==> src/rtl/core/vertical_curve_elevation_engine_core_macros.svh <==
// Assertion macros shared by the curve engine RTL.
// Needs clk and rst_n in the scope where a macro is used.
`ifndef VERTICAL_CURVE_ELEVATION_ENGINE_CORE_MACROS_SVH
`define VERTICAL_CURVE_ELEVATION_ENGINE_CORE_MACROS_SVH

// same-cycle implication
`define VCE_ASSERT_IMP(lbl, ante, cons, msg) \
  lbl: assert property (@(posedge clk) disable iff (!rst_n) (ante) |-> (cons)) else $error(msg);

// next-cycle implication
`define VCE_ASSERT_NXT(lbl, ante, cons, msg) \
  lbl: assert property (@(posedge clk) disable iff (!rst_n) (ante) |=> (cons)) else $error(msg);

`endif

==> src/rtl/core/vce_pkg.sv <==
// Shared constants, codes and handshake types for the vertical curve engine.
// No dependencies.
package vce_pkg;

  localparam int MAX_POINTS_DEF = 64;

  localparam int DVD_W  = 96;  // divider dividend, MSB aligned
  localparam int DVS_W  = 34;  // divider divisor
  localparam int QUO_W  = 49;  // kept quotient bits
  localparam int STEP_W = 7;   // iteration count
  localparam int MUL_W  = 33;  // shared multiplier operand width

  localparam logic FUNC_INSERT = 1'b0;
  localparam logic FUNC_QUERY  = 1'b1;

  localparam logic [1:0] ST_OK    = 2'd0;
  localparam logic [1:0] ST_FULL  = 2'd1;
  localparam logic [1:0] ST_FEW   = 2'd2;

  localparam logic [QUO_W-1:0] GRADE_MAX = QUO_W'(64'h7FFF_FFFF);
  localparam logic [QUO_W-1:0] CORR_MAX  = QUO_W'(64'h1_0000_0000_0000);

  localparam logic [STEP_W-1:0] GRADE_STEPS = STEP_W'(48);
  localparam logic [STEP_W-1:0] CORR_STEPS  = STEP_W'(96);

  typedef struct packed {
    logic              start;
    logic [STEP_W-1:0] steps;
  } div_req_t;

  typedef struct packed {
    logic done;
    logic ovf;
  } div_rsp_t;

endpackage

==> src/rtl/core/vce_mul.sv <==
// Shared registered 33x33 unsigned multiplier.
// Depends on vce_pkg.
module vce_mul import vce_pkg::*; (
  input  logic                 clk,
  input  logic [MUL_W-1:0]     a,
  input  logic [MUL_W-1:0]     b,
  output logic [2*MUL_W-1:0]   p_r
);

  always_ff @(posedge clk) begin
    p_r <= a * b;
  end

endmodule

==> config.mk <==
export PLATFORM = sky130hd
export DESIGN_NAME = vce_mul
export DESIGN_NICKNAME = d
export VERILOG_FILES = /design/src/rtl/core/vertical_curve_elevation_engine_core_macros.svh /design/src/rtl/core/vce_pkg.sv /design/src/rtl/core/vce_mul.sv
export SDC_FILE = /design/constraint.sdc
export NUM_CORES = 2
export LEC_CHECK = 0
export BUFFER_PORTS_ARGS = -buffer_cell sky130_fd_sc_hd__buf_2
export CAP_MARGIN = 20
export CORE_ASPECT_RATIO = 1.75
export CORE_UTILIZATION = 60
export CTS_CLUSTER_DIAMETER = 200
export DETAILED_ROUTE_END_ITERATION = 7
export PLACE_DENSITY = 0.78
export SYNTH_ARGS = -nofsm -noshare
export SYNTH_HDL_FRONTEND = slang
export SYNTH_SLANG_ARGS = --single-unit
export TNS_END_PERCENT = 20
==> constraint.sdc <==
create_clock -name clk -period 14.7 [get_ports clk]
set_clock_uncertainty 0.1 [all_clocks]
set_input_delay 1.47 -clock clk [delete_from_list [all_inputs] [get_ports clk]]
set_output_delay 1.47 -clock clk [all_outputs]
set_load 0.02 [all_outputs]
==> flow_metrics.env <==
export IMPL_status="complete, no violations"
export IMPL_ys_ff_latch=66
export IMPL_synth_distinct_cells=57
export IMPL_drive_gt1_share_pct=4.20
export IMPL_start_kind="input pin"
export IMPL_clk_pin_slew_worst_paths_ns=0.06
export IMPL_crit_top_cell="fa_1"
export IMPL_largest_reg_flops=66
export IMPL_core_rowCount=119
export IMPL_drtPass1Iterations=6
export IMPL_io_buffers=132
export IMPL_hold_start="a[0]"
export IMPL_gp_congestion=0.991
export IMPL_synth_seq_area_share_pct=3.61
export IMPL_cts_setup_buffers=0
export IMPL_fin_setup_tns_ns=0
export IMPL_maxSlewHeadroom_pct=40.7
export IMPL_via_count=27400
export IMPL_syn_area_um2=36600
export IMPL_synth_xor_area_share_pct=1.56
export IMPL_die_h_um=329
export IMPL_wl_mm=109
export IMPL_drtIter0Drc=1666
export IMPL_synth_edf_count=0
export IMPL_cts_num_sinks=66
export IMPL_grt_pass1_wl_mm=169
export IMPL_cts_resized=0
export IMPL_syn_num_nets=5338
export IMPL_grt_usage_pct=37.1
export IMPL_top_register="p_r"
export IMPL_fp_dieW_um=189
export IMPL_syn_inst=4048
export IMPL_endpoint_kind="flip-flop"
export IMPL_multi_input_area_um2=30600
export IMPL_whs_endpoint="p_r[0]"
export IMPL_critPathMaxFanout=33
export IMPL_min_path_cells=3
export IMPL_initial_core_util_pct=60.7
export IMPL_vias_per_cell=5.72
export IMPL_final_common_cell="inv_1"
export IMPL_cts_buffers=9
export IMPL_seq_area_um2=1320
export IMPL_cp_required_ns=14.88
export IMPL_min_period_over_period_pct=64.1
export IMPL_synthArstFlopShare_pct=0
export IMPL_synth_area_mux_share_pct=0
export IMPL_fp_coreArea_um2=60300
export IMPL_wire_per_inst_um=22.8
export IMPL_rsz0062_at_grt="false"
export IMPL_drc=0
export IMPL_slowest_delay_ns=0.73
export IMPL_die_area_um2=62000
export IMPL_clk_path_buf_depth=2
export IMPL_cts_tree="built"
export IMPL_largest_registers="p_r x66"
export IMPL_arrival_ns=9.61
export IMPL_grt_start_max_net_pins=34
export IMPL_worst_pin_slew_ns=0.890
export IMPL_htreeDepth=3
export IMPL_path_class="in2reg"
export IMPL_ios=133
export IMPL_final_cell_mix="inv_1 (1048), fa_1 (958), and2_1 (574)"
export IMPL_cpMaxStageDelayCell="fa_1"
export IMPL_synth_fa_ha_area_share_pct=61.5
export IMPL_area_growth_pct=3.50
export IMPL_cts_root_buf="clkbuf_16"
export IMPL_avgSynthCellArea_um2=9.04
export IMPL_final_max_slew_viol_count=0
export IMPL_ant_nets=0
export IMPL_dp_hpwl_mm=84.4
export IMPL_crit_chain="buf_2 -> nand2_1 -> fa_1 -> fa_1 -> fa_1 -> fa_1 -> inv_1 -> fa_1 -> fa_1 -> fa_1 -> inv_1 -> fa_1 -> inv_1 -> ha_1 -> nand2_1 -> or4_1 -> or3_1 -> o22ai_1 -> o211a_1 -> o21ai_2 -> nand3b_4 -> o31a_1 -> o21ai_2 -> xor2_1"
export IMPL_finalNetCount=5286
export IMPL_yosys_warnings=0
export IMPL_synth_compound_area_share_pct=3.45
export IMPL_synth_top_family_by_area="adder cells"
export IMPL_hold_viol=0
export IMPL_synth_flop_cell="dfxtp_1"
export IMPL_antenna_found_initial=10
export IMPL_synthSimpleGateAreaFrac_pct=17.0
export IMPL_cts_hold_buf=0
export IMPL_worstHoldPathType="in2reg"
export IMPL_fillers=5048
export IMPL_clock_fmax_mhz=106
export IMPL_gr_total_overflow=0
export IMPL_first_global_vias=30700
export IMPL_min_period_ns=9.42
export IMPL_cap_violations=0
export IMPL_finalSetupViolCount=0
## per-layer routing
layer	GRT usage [%]	up-vias	share of wire [%]
met4	40.9	12	14
met5	0	-	0.060
met1	36.0	14000	29
li1	-	11400	-
met3	7.71	589	7.7
met2	62.2	1363	49
## worst max-delay path: cells and delay by family
kind	cells	cell delay, ns
adders and majority gates	9	4.66
xor gates and xnor gates	1	0.16
AOI/OAI and AO/OA	5	1.10
buffers and inverters	4	0.79
and+or+nand+nor	5	1.39
## synth_stat cells, drive strengths merged (5+ instances only)
cell type / instances / share of area (%)
and3: 7 / 0.12
nand4: 16 / 0.27
xnor2: 41 / 0.98
nand2: 568 / 5.8
ha: 265 / 9.1
a31oi: 6 / 0.10
fa: 958 / 52
a21o: 31 / 0.64
nor2b: 6 / 0.10
clkbuf: 209 / 2.1
a211oi: 5 / 0.10
nand3: 10 / 0.14
dfxtp: 66 / 3.6
o21a: 7 / 0.14
nor2: 33 / 0.34
a21oi: 73 / 1.0
o21ai: 40 / 0.57
o21bai: 8 / 0.16
xor2: 24 / 0.57
inv: 1049 / 11
and2: 574 / 9.8
## per-stage QoR
step / area [um^2] / setup slack (ns) / instances / utilization (%) / hold slack [ns]
after floorplan: 36600 / 6.03 / 4048 / - / 1.50
after global placement: 37600 / 5.20 / 4771 / 62.3 / 1.78
after detailed placement: 37600 / 5.11 / 4771 / 62.3 / 1.78
after CTS: 37900 / 5.46 / 4786 / 62.8 / 1.59
after global routing: 37900 / 5.02 / 4788 / 62.8 / 1.63
final: 37900 / 5.28 / 4789 / 62.8 / 1.61
## cell type report
type                       count  area share, %
clock inverter                 2         0.0925
sequential                    66           3.49
antenna                        3         0.0198
timing repair buffer         148           2.06
clock buffer                  13          0.713
tap                          786           2.60
inverter                    1049           10.4
multi-input combinational   2722           80.6
## cells by family (layout without fill, tap and decap cells)
group	after synthesis	after routing
simple gates	1233	1233
buf+inv	1260	1212
compound gates	201	201
other cells	0	3
xor+xnor	65	65
flops	66	66
fa+ha+maj	1223	1223
## worst max-delay path by stage
stage	from	slack (ns)	cells after the start	end
finish	b[9]	5.28	24	p_r[58]
global route	b[9]	5.02	24	p_r[58]
CTS	a[6]	5.46	25	p_r[58]
detailed placement	a[6]	5.11	25	p_r[58]
global placement	a[6]	5.20	25	p_r[58]
floorplan	b[0]	6.03	28	p_r[58]
Power is not shown: default switching activity piles up to over one toggle a cycle in this logic, so the estimate is an artifact.
