**src/rtl/core/vertical_curve_elevation_engine_core_macros.svh**
```systemverilog
// Assertion macros shared by the curve engine RTL.
// Needs clk and rst_n in the scope where a macro is used.
`ifndef VERTICAL_CURVE_ELEVATION_ENGINE_CORE_MACROS_SVH
`define VERTICAL_CURVE_ELEVATION_ENGINE_CORE_MACROS_SVH

// same-cycle implication
`define VCE_ASSERT_IMP(lbl, ante, cons, msg) \
  lbl: assert property (@(posedge clk) disable iff (!rst_n) (ante) |-> (cons)) else $error(msg);

// next-cycle implication
`define VCE_ASSERT_NXT(lbl, ante, cons, msg) \
  lbl: assert property (@(posedge clk) disable iff (!rst_n) (ante) |=> (cons)) else $error(msg);

`endif

```
**src/rtl/core/vce_pkg.sv**
```systemverilog
// Shared constants, codes and handshake types for the vertical curve engine.
// No dependencies.
package vce_pkg;

  localparam int MAX_POINTS_DEF = 64;

  localparam int DVD_W  = 96;  // divider dividend, MSB aligned
  localparam int DVS_W  = 34;  // divider divisor
  localparam int QUO_W  = 49;  // kept quotient bits
  localparam int STEP_W = 7;   // iteration count
  localparam int MUL_W  = 33;  // shared multiplier operand width

  localparam logic FUNC_INSERT = 1'b0;
  localparam logic FUNC_QUERY  = 1'b1;

  localparam logic [1:0] ST_OK    = 2'd0;
  localparam logic [1:0] ST_FULL  = 2'd1;
  localparam logic [1:0] ST_FEW   = 2'd2;

  localparam logic [QUO_W-1:0] GRADE_MAX = QUO_W'(64'h7FFF_FFFF);
  localparam logic [QUO_W-1:0] CORR_MAX  = QUO_W'(64'h1_0000_0000_0000);

  localparam logic [STEP_W-1:0] GRADE_STEPS = STEP_W'(48);
  localparam logic [STEP_W-1:0] CORR_STEPS  = STEP_W'(96);

  typedef struct packed {
    logic              start;
    logic [STEP_W-1:0] steps;
  } div_req_t;

  typedef struct packed {
    logic done;
    logic ovf;
  } div_rsp_t;

endpackage

```
**src/rtl/core/vce_div.sv**
```systemverilog
// Shared restoring divider, one quotient bit per cycle, with overflow flag.
// Depends on vce_pkg.
module vce_div import vce_pkg::*; (
  input  logic              clk,
  input  logic              rst_n,
  input  div_req_t          req,
  input  logic [DVD_W-1:0]  dvd,
  input  logic [DVS_W-1:0]  dvs,
  output div_rsp_t          rsp,
  output logic [QUO_W-1:0]  q_r
);

  logic              busy_r;
  logic              done_r;
  logic              ovf_r;
  logic [STEP_W-1:0] cnt_r;
  logic [DVD_W-1:0]  dvd_r;
  logic [DVS_W-1:0]  dvs_r;
  logic [DVS_W-1:0]  rem_r;

  logic [DVS_W:0]    r_sh;
  logic              ge;
  logic [DVS_W-1:0]  rem_nxt;

  always_comb begin
    r_sh    = {rem_r, dvd_r[DVD_W-1]};
    ge      = r_sh >= {1'b0, dvs_r};
    rem_nxt = ge ? DVS_W'(r_sh - {1'b0, dvs_r}) : r_sh[DVS_W-1:0];
  end

  always_ff @(posedge clk) begin
    if (!rst_n) begin
      busy_r <= 1'b0;
      done_r <= 1'b0;
    end else begin
      done_r <= 1'b0;
      if (req.start) begin
        busy_r <= 1'b1;
        cnt_r  <= req.steps;
        dvd_r  <= dvd;
        dvs_r  <= dvs;
        rem_r  <= '0;
        q_r    <= '0;
        ovf_r  <= 1'b0;
      end else if (busy_r) begin
        rem_r <= rem_nxt;
        dvd_r <= {dvd_r[DVD_W-2:0], 1'b0};
        q_r   <= {q_r[QUO_W-2:0], ge};
        ovf_r <= ovf_r | q_r[QUO_W-1];
        cnt_r <= cnt_r - STEP_W'(1);
        if (cnt_r == STEP_W'(1)) begin
          busy_r <= 1'b0;
          done_r <= 1'b1;
        end
      end
    end
  end

  assign rsp.done = done_r;
  assign rsp.ovf  = ovf_r;

endmodule

```
**config.mk**
```make
export PLATFORM = sky130hd
export DESIGN_NAME = vce_div
export DESIGN_NICKNAME = d
export VERILOG_FILES = /design/src/rtl/core/vertical_curve_elevation_engine_core_macros.svh /design/src/rtl/core/vce_pkg.sv /design/src/rtl/core/vce_div.sv
export SDC_FILE = /design/constraint.sdc
export NUM_CORES = 1
export LEC_CHECK = 0
export ABC_AREA = 1
export BUFFER_PORTS_ARGS = -buffer_cell sky130_fd_sc_hd__buf_4
export CORE_MARGIN = 2
export CORE_UTILIZATION = 55
export DETAILED_ROUTE_END_ITERATION = 7
export HOLD_SLACK_MARGIN = 0.08
export PLACE_DENSITY = 0.78
export SYNTH_ARGS = -nofsm -noshare
export SYNTH_HDL_FRONTEND = slang
export SYNTH_SLANG_ARGS = --single-unit
```
**constraint.sdc**
```tcl
create_clock -name clk -period 15.2 [get_ports clk]
set_input_delay 3.04 -clock clk [delete_from_list [all_inputs] [get_ports clk]]
set_output_delay 3.04 -clock clk [all_outputs]
set_load 0.005 [all_outputs]
```
==> metrics.md, run 1 <==
| Metric | Value |
|---|---|
| Flops & latches, synth | 223 |
| Layout cells sized above 1 | 15.81% |
| Initial core utilization | a little under three fifths |
| Worst-path fanout max | 100 |
| Total I/O pin count | approximately 190 |
| Setup CP Type | in2reg |
| Setup-failing EPs final | 0 |
| Fill count | 1,677 |
| Netlist cell types | 36 |
| Delay-heaviest family, CP | buffers and inverters |
| Placer congestion estimate | 0.9229 |
| Final Non-Filler Cells | 1,875 |
| Port bufs | 190 |
| Hold Startpoint | dvd_r[26]$_DFFE_PP_ |
| N_diodes | 0 |
| Pwr Density | 121.8 nW/um^2 |
| Maxcap violations | 0 |
| Most frequent cell after synthesis | nand2_1 |
| Syn Nets | 1,580 |
| Crit path time final | 5.374 ns |
| CTS root buf | clkbuf_16 |
| Rows | 53 |
| Top area cells in the synthesized netlist | edfxtp_1 (56%), nand2_1 (18%), inv_1 (6.8%) |
| Area growth syn-to-layout | 20.19% |
| Leak pwr | between 7 and 8 nW |
| Status | complete, no violations |
| First-pass GRT wire length | roughly 43,000 microns |
| Hold Crit Class | reg2reg |
| Least-Margin Pin Slew | ~1.1 ns |
| Number of enable flip-flop cells after synthesis | between 200 and 250 |
| Data required time of the worst path | 15.34 ns |
| Final Hold Fails | 0 |
| Grt ovf | 0 |
| WP data arrival | ~5.5 ns |
| First DRT Iteration DRCs | 773 |
| Largest net degree at the start of global routing | 101 |
| Skew-Pair Late Insertion Delay | 0.53 ns |
| Router iterations before antenna repair | 6 |
| TritonCTS clock tree | built |
| Synth cell count leaders | nand2_1 (582), edfxtp_1 (221), inv_1 (214), nor2_1 (157), ha_1 (36) |
| Ys async rst share | 0% |
| Setup Buffers After CTS | 0 |
| Post-DRT Antenna Nets | 0 |
| Mapped cell area | 11,900 sq um |
| DRT Wirelength | 26,520 microns |
| Hpwl dp | 18,980 microns |
| Final nets | roughly 1,800 |
| Worst r2r src | rem_r[26]$_SDFFCE_PP0P_ |
| Clock sinks | 223 |
| Crit-path most repeated cell | buf_4 |
| Die width | about 150 microns |
| Vias in the first global route | 8,981 |
| YS warnings | 0 |
| Reg clk slew, reported paths | 0.06 ns |
| Worst setup SP type | input pin |
| Routed vias | 9,243 |
| Post-synth top flop | edfxtp_1 |
| Fin crit share | 35.36% |
| Initial antenna violation count | 0 |
| CP max stage cell | buf_4 |
| Final Skew | 0.01059 ns |
| TritonCTS buffer count | 25 |
| DIE HEIGHT | 151.1 microns |
| DR vias/cell | between 4 and 5 |
| Setup WS pre-CTS | about 9.2 ns |
| Post-synth top area share | 55.79% |
| CP Cell Sequence | buf_4 -> nand2_1 -> nand2_4 -> buf_4 |
| Die area | 22,820 sq um |
| Synth area leader | edfxtp_1 |
| Placed Cells | between 1,500 and 2,000 |
| Max frequency | 186.1 MHz |
| CP peak stage delay | around 0.94 ns |
| Setup TNS | 0 ns |
| Crit. End Element | flip-flop |
| Total GRT Usage | 23.64% |
| Clock Path Buffers | 3 |
| Avg WL per Cell | 14.14 microns |
| Post-synthesis sequential area ratio | between 50 and 60% |
| DRC violation count after routing | 0 |
| WP buf/inv | 2 |
| Avg Inst Size Synth | about 8.5 sq um |
| Relative slew slack | 24.62% |
| Crit path from | req[7] |
| Core Area | 21,150 sq um |
| Max IR drop VDD | 0.07968 mV |
| Final core utilization | 67.58% |
| Post_cts resized | 0 |
| Unrepaired setup endpoints after global routing | no |
| Slew Viols, Final | 0 |
| Post-Synthesis Cells | 1,403 |
| # hold bufs at CTS | 0 |
| Maximum level of the CTS H-tree | 1 |
| Min setup slack post-route | around 9.8 ns |
power breakdown:
group	leakage, nW	total (W)	internal, W	switching, W
Sequential	2.17	0.000778	0.000753	0.0000247
Clock	0.386	0.000594	0.000353	0.000241
Combinational	4.56	0.000370	0.000139	0.000231
cells by family (layout without fill, tap and decap cells):
kind of cell,after synthesis,count (layout),synth area share [%]
AOI/OAI and AO/OA,58,58,2.945
and+or+nand+nor,809,809,26.98
buffers and inverters,258,455,8.667
adders and majority gates,37,37,3.955
xor gates and xnor gates,18,18,1.325
DFF,223,223,56.13
final cells by class:
class,instances,area (sq um),share of cell area [%]
flip-flops and latches,223,6676,46.70
multi-input cells,922,4195,29.35
repair buffers,195,1464,10.24
inverters,217,817.0,5.715
clock buffers,29,640.6,4.481
well taps,275,344.1,2.407
clock inverters,14,158.9,1.111
stage by stage:
stage	hold slack, ns	total power [W]	area, sq um
after global placement	0.4915	0.001149	13500
final	0.5057	0.001741	14300
after floorplan	0.4454	0.001053	11900
after global routing	0.5360	0.001833	14300
after CTS	0.5080	0.001752	14300
after detailed placement	0.4983	0.001158	13500
path summary, 6_finish.rpt:
path                                                end  slack, ns  cells past startpoint
worst max-delay path            rem_r[10]$_SDFFCE_PP0P_       9.83                      4
worst min-delay path                dvd_r[27]$_DFFE_PP_       0.51                      2
worst max register to register  rem_r[20]$_SDFFCE_PP0P_      12.32                     10
worst min register to register      dvd_r[27]$_DFFE_PP_       0.51                      2
layer usage:
layer | track usage (%) | vias up | wire [microns]
li1 | - | 4722 | -
met1 | 32.92 | 4169 | 11530
met2 | 38.18 | 291 | 12350
met3 | 3.976 | 61 | 1744
met4 | 7.523 | 0 | 889
met5 | 0 | - | 0
tightest hold or removal path, stage by stage (launching register included):
cell,delay (ns)
edfxtp_1,0.32
nand2_1,0.05
nand2_1,0.04
flip-flops by register name, summed over array words and instances (netlist names):
signal,flops
dvd_r,96
q_r,49
dvs_r,34
rem_r,34
cnt_r,7
busy_r,1
done_r,1
ovf_r,1
cells in the final DEF, fill, tap and decap left out, drive strengths merged, types with 2 or more instances in the layout:
cell type,instances
inv,218
a21oi,22
or2,3
xor2,16
and2,3
dfxtp,2
clkbuf,29
edfxtp,221
xnor2,2
nand3b,11
nor3,9
bufinv,3
buf,195
nand2,589
clkinv,9
nor2,167
o21bai,22
nand3,23
a31oi,2
o21ai,11
ha,36
No activity file was read; power rests on OpenSTA's default activity.
==> run 2, diff against run 1 <==
==> constraint.sdc (replaced) <==
create_clock -name clk -period 5.1 [get_ports clk]
set_input_delay 1.02 -clock clk [delete_from_list [all_inputs] [get_ports clk]]
set_output_delay 1.02 -clock clk [all_outputs]
set_load 0.005 [all_outputs]
==> run 2 against run 1 <==
Net effect:
- power grew to 3.0 times the previous value
- clock-buffer cell count rose by 2
- combinational power rose to 3.0 times the previous value
- die area unchanged
- final area hardly changed
- critical path depth unchanged
- clock skew shrank 0.0026 ns
- sequential power rose to 3.0 times the previous value
- non-clock buffer count is 2 higher
- via count down 0.44%
- worst hold slack better by 0.0055 ns
==> metrics.md, run 2 (synthesized netlist as in run 1, its figures left out) <==
| Metric | Value |
|---|---|
| DR vias/cell | 4.908 (-0.44%) |
| Rows | 53 (unchanged) |
| CP Cell Sequence | buf_4 -> nand2_1 -> nand2_8 -> buf_4 |
| CTS root buf | clkbuf_16 |
| Final Skew | 0.008018 ns (-0.002572 ns) |
| Clock Path Buffers | 3 (unchanged) |
| Initial antenna violation count | 0 (unchanged) |
| Post-DRT Antenna Nets | 0 (unchanged) |
| Slew Viols, Final | 0 (unchanged) |
| Max IR drop VDD | 0.2945 mV (+270%) |
| Leak pwr | 7.123 nW (about the same) |
| Area growth syn-to-layout | 20.25% (about the same) |
| Final Non-Filler Cells | 1,875 (unchanged) |
| Commonest non-fill, non-tap cell in the layout | nand2_1 |
| Fin crit share | 60.97% |
| Core Area | 21,150 sq um (unchanged) |
| Top Metal Used | met4 |
| Die width | 151.1 microns (unchanged) |
| Clock sinks | 223 (unchanged) |
| Initial core utilization | 56.23% (unchanged) |
| Met3 WL | 1872 microns (+7.3%) |
| Crit. End Element | flip-flop |
| Largest net degree at the start of global routing | 118 (+17%) |
| Worst hold slack | 0.5112 ns (+0.005459 ns) |
| Die area | 22,820 sq um (unchanged) |
| Commonest cells after routing, fill and taps aside | nand2_1 (581), edfxtp_1 (221), inv_1 (214) |
| Maxcap violations | 0 (unchanged) |
| Routed met2 length | 12,070 microns (-2.3%) |
| Met1 wire length | 11,210 microns (-2.8%) |
| Fill count | 1,654 (-1.4%) |
| DIE HEIGHT | 151.1 microns (unchanged) |
| WP data arrival | 3.30 ns (-2.22 ns) |
| Hold Crit Class | reg2reg |
| N_diodes | 0 (unchanged) |
| Setup-failing EPs final | 0 (unchanged) |
| TritonCTS buffer count | 25 (unchanged) |
| Placer congestion estimate | 0.9511 (+3.1%) |
| DRT Wirelength | 25,850 microns (-2.5%) |
| Fin area | 14,300 sq um (about the same) |
| Crit-path most repeated cell | buf_4 |
| Final core utilization | 67.62% (about the same) |
| Pwr Density | 361.6 nW/um^2 (+200%) |
| # hold bufs at CTS | 0 (unchanged) |
| Router iterations before antenna repair | 5 (-1) |
| DRC violation count after routing | 0 (unchanged) |
| Skew-Pair Late Insertion Delay | 0.53 ns (about the same) |
| Routed vias | 9,202 (-0.44%) |
| CP peak stage delay | 0.71 ns (-0.23 ns) |
| Final Hold Fails | 0 (unchanged) |
| Relative slew slack | 40.13% (+16 points) |
| Layout cells sized above 1 | 15.81% (unchanged) |
| Worst setup SP type | input pin |
| Setup TNS | 0 ns (unchanged) |
| TritonCTS clock tree | built |
| First-pass GRT wire length | 41,570 microns (-3.2%) |
| Post_cts resized | 0 (unchanged) |
| First DRT Iteration DRCs | 716 (-7.4%) |
| Worst-path fanout max | 117 (+17%) |
| Vias in the first global route | 8,847 (-1.5%) |
| Hpwl dp | 18,400 microns (-3.0%) |
| Maximum level of the CTS H-tree | 1 (unchanged) |
| Grt ovf | 0 (unchanged) |
| Final nets | 1,763 (+0.11%) |
| Total I/O pin count | 191 (unchanged) |
| Unrepaired setup endpoints after global routing | no |
| Max frequency | roughly 320 MHz |
| Least-Margin Pin Slew | 0.8981 ns (-0.2327 ns) |
| Top flop regs | dvd_r (96), q_r (49) |
| CP max stage cell | nand2_8 |
| Placed Cells | 1,834 (+0.11%) |
| Data required time of the worst path | 5.29 ns (-10.05 ns) |
| Placed Instance Area | 13,520 sq um (+0.18%) |
| Total GRT Usage | 22.83% (-0.81 points) |
| Setup Buffers After CTS | 0 (unchanged) |
| Max reg flops | 96 (unchanged) |
| Crit path time final | 3.110 ns |
| Status | complete, no violations |
| Avg WL per Cell | 13.79 microns (-2.5%) |
| Port bufs | 190 (unchanged) |
| Reg clk slew, reported paths | 0.05 ns (about the same) |
| Top reg by flops | dvd_r |
| Setup CP Type | in2reg |
run 2: changes by cell type in the layout (fill, tap and decap cells not counted):
| cell | delta |
|---|---|
| clkinv_4 | -1 |
| nand2_8 | +1 |
| clkinv_1 | -2 |
| buf_4 | +2 |
| clkinvlp_4 | -1 |
| nand2_4 | -1 |
| clkbuf_1 | +2 |
run 2: power breakdown:
| group | switching (W) | internal, W | leakage [nW] |
|---|---|---|---|
| combinational | 0.000691 | 0.000417 | 4.57 |
| sequential | 0.0000695 | 0.00224 | 2.17 |
| clock | 0.000704 | 0.00105 | 0.381 |
| total | 0.00146 | 0.00371 | 7.12 |
run 2: per-layer routing:
metal  vias up  global-route usage [%]
met5         -                       0
met2       318                   37.77
met1      4110                   31.27
met3        50                   4.036
li1       4724                       -
met4         0                   6.262
run 2: layout make-up:
| cell class | instances | area [sq um] | share of cell area [%] |
|---|---|---|---|
| Inverter | 217 | 817.0 | 5.712 |
| Multi-Input combinational cell | 922 | 4204 | 29.39 |
| Sequential cell | 223 | 6676 | 46.68 |
| Timing Repair Buffer | 197 | 1479 | 10.34 |
| Clock buffer | 31 | 648.1 | 4.531 |
| Tap cell | 275 | 344.1 | 2.406 |
| Clock inverter | 10 | 135.1 | 0.9447 |
run 2: critical path, delay by kind of cell:
| kind | cells | cell delay (ns) |
|---|---|---|
| buffers and inverters | 2 | 1.08 |
| AND/OR/NAND/NOR | 2 | 1.05 |
run 2: final timing paths:
| path | slack [ns] | depth (start not counted) | to | start |
|---|---|---|---|---|
| hold / removal | 0.51 | 2 | dvd_r[3]$_DFFE_PP_ | dvd_r[2]$_DFFE_PP_ |
| hold reg to reg | 0.51 | 2 | dvd_r[3]$_DFFE_PP_ | dvd_r[2]$_DFFE_PP_ |
| setup reg to reg | 2.29 | 10 | rem_r[5]$_SDFFCE_PP0P_ | rem_r[24]$_SDFFCE_PP0P_ |
| setup / recovery | 1.99 | 4 | q_r[6]$_SDFFCE_PP0P_ | req[7] |
run 2: through the flow:
stage,total power (W),setup WS (ns)
after floorplan,0.003128,0.7646
after global placement,0.003421,1.532
after detailed placement,0.003447,1.462
after CTS,0.005202,2.020
after global routing,0.005438,1.781
final,0.005172,1.990
==> run 3, diff against run 2 <==
==> constraint.sdc (replaced) <==
create_clock -name clk -period 2.88 [get_ports clk]
set_input_delay 0.576 -clock clk [delete_from_list [all_inputs] [get_ports clk]]
set_output_delay 0.576 -clock clk [all_outputs]
set_load 0.005 [all_outputs]
==> run 3 against run 2 <==
Net effect:
- worst hold slack got worse by 0.29 ns
- power increased by 77%
- highest routed layer unchanged
- global-route usage is 0.81 points higher
- non-clock buffer count grew 8
- die area did not move
- critical endpoint is now rem_r[7]$_SDFFCE_PP0P_
- clock skew increased by 0.0018 ns
- cell count up 0.69%
==> metrics.md, run 3 (synthesized netlist as in run 1, its figures left out) <==
| Metric | Value |
|---|---|
| Maxcap violations | 0 (unchanged) |
| Initial core utilization | 56.23% (unchanged) |
| Max frequency | around 400 MHz |
| Commonest non-fill, non-tap cell in the layout | nand2_1 |
| TritonCTS clock tree | built |
| Hold path depth | 1 (-1) |
| Fin crit share | approximately 89% |
| Slew Viols, Final | 0 (unchanged) |
| Initial antenna violation count | 0 (unchanged) |
| Post-DRT Antenna Nets | 0 (unchanged) |
| N_diodes | 0 (unchanged) |
| Data required time of the worst path | 3.16 ns (-2.13 ns) |
| Met3 Resource Use GR | 4.699% (+0.66 points) |
| Final core utilization | 68.18% (+0.57 points) |
| FF-to-FF setup slack | 0.33 ns (-1.96 ns) |
| Final Hold Fails | 0 (unchanged) |
| Router iterations before antenna repair | 5 (unchanged) |
| Post_cts resized | 0 (unchanged) |
| Crit. End Element | flip-flop |
| Core Area | 21,150 sq um (unchanged) |
| Final Skew | 0.009866 ns (+0.001848 ns) |
| Area growth syn-to-layout | 21.26% |
| DRT Wirelength | 26,840 microns (+3.8%) |
| Maximum level of the CTS H-tree | 1 (unchanged) |
| TritonCTS buffer count | 25 (unchanged) |
| Least-Margin Pin Slew | 0.7416 ns (-0.1564 ns) |
| Die area | 22,820 sq um (unchanged) |
| Vias in the first global route | 9,022 (+2.0%) |
| DRC violation count after routing | 0 (unchanged) |
| Worst r2r src | rem_r[13]$_SDFFCE_PP0P_ |
| Commonest cells after routing, fill and taps aside | nand2_1 (581), edfxtp_1 (221), inv_1 (214) |
| Reg clk slew, reported paths | 0.06 ns (about the same) |
| Grt ovf | 0 (unchanged) |
| Most Crowded Layer GR | met2 |
| Status | complete, no violations |
| DIE HEIGHT | 151.1 microns (unchanged) |
| Total GRT Usage | 23.64% (+0.81 points) |
| Die width | 151.1 microns (unchanged) |
| Met2 Track Usage GR | 39.16% (+1.4 points) |
| Worst hold endpoint | dvs_r[32]$_DFFE_PP_ |
| Port bufs | 190 (unchanged) |
| Setup-failing EPs final | 0 (unchanged) |
| Skew-Pair Late Insertion Delay | 0.53 ns (about the same) |
| Hpwl dp | 19,640 microns (+6.7%) |
| Routed vias | 9,243 (+0.45%) |
| R2R Path End | rem_r[7]$_SDFFCE_PP0P_ |
| Setup CP Type | reg2reg |
| Placer congestion estimate | 0.9496 (-0.16%) |
| # hold bufs at CTS | 0 (unchanged) |
| Avg WL per Cell | 14.22 microns (+3.1%) |
| First-pass GRT wire length | 42,770 microns (+2.9%) |
| Hold Crit Class | in2reg |
| Max reg flops | 96 (unchanged) |
| Power, Total | 0.009129 W (+77%) |
| Worst-path fanout max | 22 (-81%) |
| Total I/O pin count | 191 (unchanged) |
| WP data arrival | 2.84 ns (-0.46 ns) |
| Relative slew slack | 50.56% (+10 points) |
| Setup TNS | 0 ns (unchanged) |
| Met1 Usage GRT | 31.67% (+0.40 points) |
| Rows | 53 (unchanged) |
| CTS root buf | clkbuf_16 |
| Clock sinks | 223 (unchanged) |
| DR vias/cell | 4.896 (-0.25%) |
| Top reg by flops | dvd_r |
| Pwr Density | 632.9 nW/um^2 (+75%) |
| Unrepaired setup endpoints after global routing | no |
| Setup WS pre-CTS | 0.3458 ns (-1.117 ns) |
| Top flop regs | dvd_r (96), q_r (49) |
| Min setup slack post-route | 0.3256 ns (-1.665 ns) |
| Setup Buffers After CTS | 0 (unchanged) |
| Largest net degree at the start of global routing | 157 (+33%) |
| Crit path from | rem_r[13]$_SDFFCE_PP0P_ |
| Hold Startpoint | dvs[32] |
| Max IR drop VDD | 0.4070 mV (+38%) |
| Crit path time final | between 2 and 3 ns |
| Final nets | 1,771 (+0.45%) |
| Layout cells sized above 1 | 16.43% (+0.62 points) |
| First DRT Iteration DRCs | 640 (-11%) |
| Worst setup SP type | flip-flop |
| Clock Path Buffers | 3 (unchanged) |
| Worst reg2reg path depth | 12 (+2) |
| Leak pwr | 7.180 nW (+0.80%) |
[run 3: cell types whose count changed in the layout (fill, tap and decap cells not counted), sizes merged]
| cell | change |
|---|---|
| inv | +1 |
| buf | +8 |
| bufinv | -2 |
| clkbuf | +1 |
| clkinv | +3 |
| clkinvlp | +2 |
[run 3: power breakdown]
group          switching (W)  internal [W]  leakage (nW)
registers           0.000123       0.00397          2.17
logic                0.00126      0.000778          4.63
clock network        0.00130       0.00171         0.372
[run 3: worst max-delay path by stage]
stage                                         end  slack [ns]  depth (start not counted)
after CTS                  rem_r[7]$_SDFFCE_PP0P_        0.34                         12
after global placement    rem_r[26]$_SDFFCE_PP0P_        0.36                         13
after detailed placement   rem_r[7]$_SDFFCE_PP0P_        0.35                         12
final                      rem_r[7]$_SDFFCE_PP0P_        0.33                         12
after floorplan                cnt_r[0]$_DFFE_PP_        0.46                          4
after global routing       rem_r[3]$_SDFFCE_PP0P_        0.13                         10
[run 3: through the flow]
| step | hold slack, ns | area, sq um | instances |
|---|---|---|---|
| finish | 0.2171 | 14420 | 1888 |
| global route | 0.1952 | 14420 | 1888 |
| CTS | 0.1988 | 14420 | 1888 |
| detailed placement | 0.4954 | 13660 | 1842 |
| global placement | 0.4903 | 13660 | 1842 |
| floorplan | 0.4874 | 11910 | 1403 |
[run 3: per-layer routing]
metal / wire (microns) / vias up
met5: 0 / -
met4: 794 / 0
met3: 1793 / 49
met2: 12660 / 286
met1: 11590 / 4169
li1: - / 4739
[run 3: cell type report]
cell class,count,area (sq um)
Fill cell,1746,6730
Sequential cell,223,6676
Multi-Input combinational cell,922,4204
Timing Repair Buffer,205,1614
Inverter,217,817.0
Clock buffer,32,651.9
Tap cell,275,344.1
Clock inverter,14,116.4
[run 3: critical path, stage by stage, from the launching register on]
cell	delay [ns]
edfxtp_1	0.40
ha_1	0.38
nand2_1	0.12
inv_1	0.09
nand2_1	0.07
inv_1	0.14
nand3_1	0.11
nor3_1	0.20
a21oi_1	0.16
nand2_4	0.23
inv_4	0.16
nor2_1	0.15
nor2_1	0.07
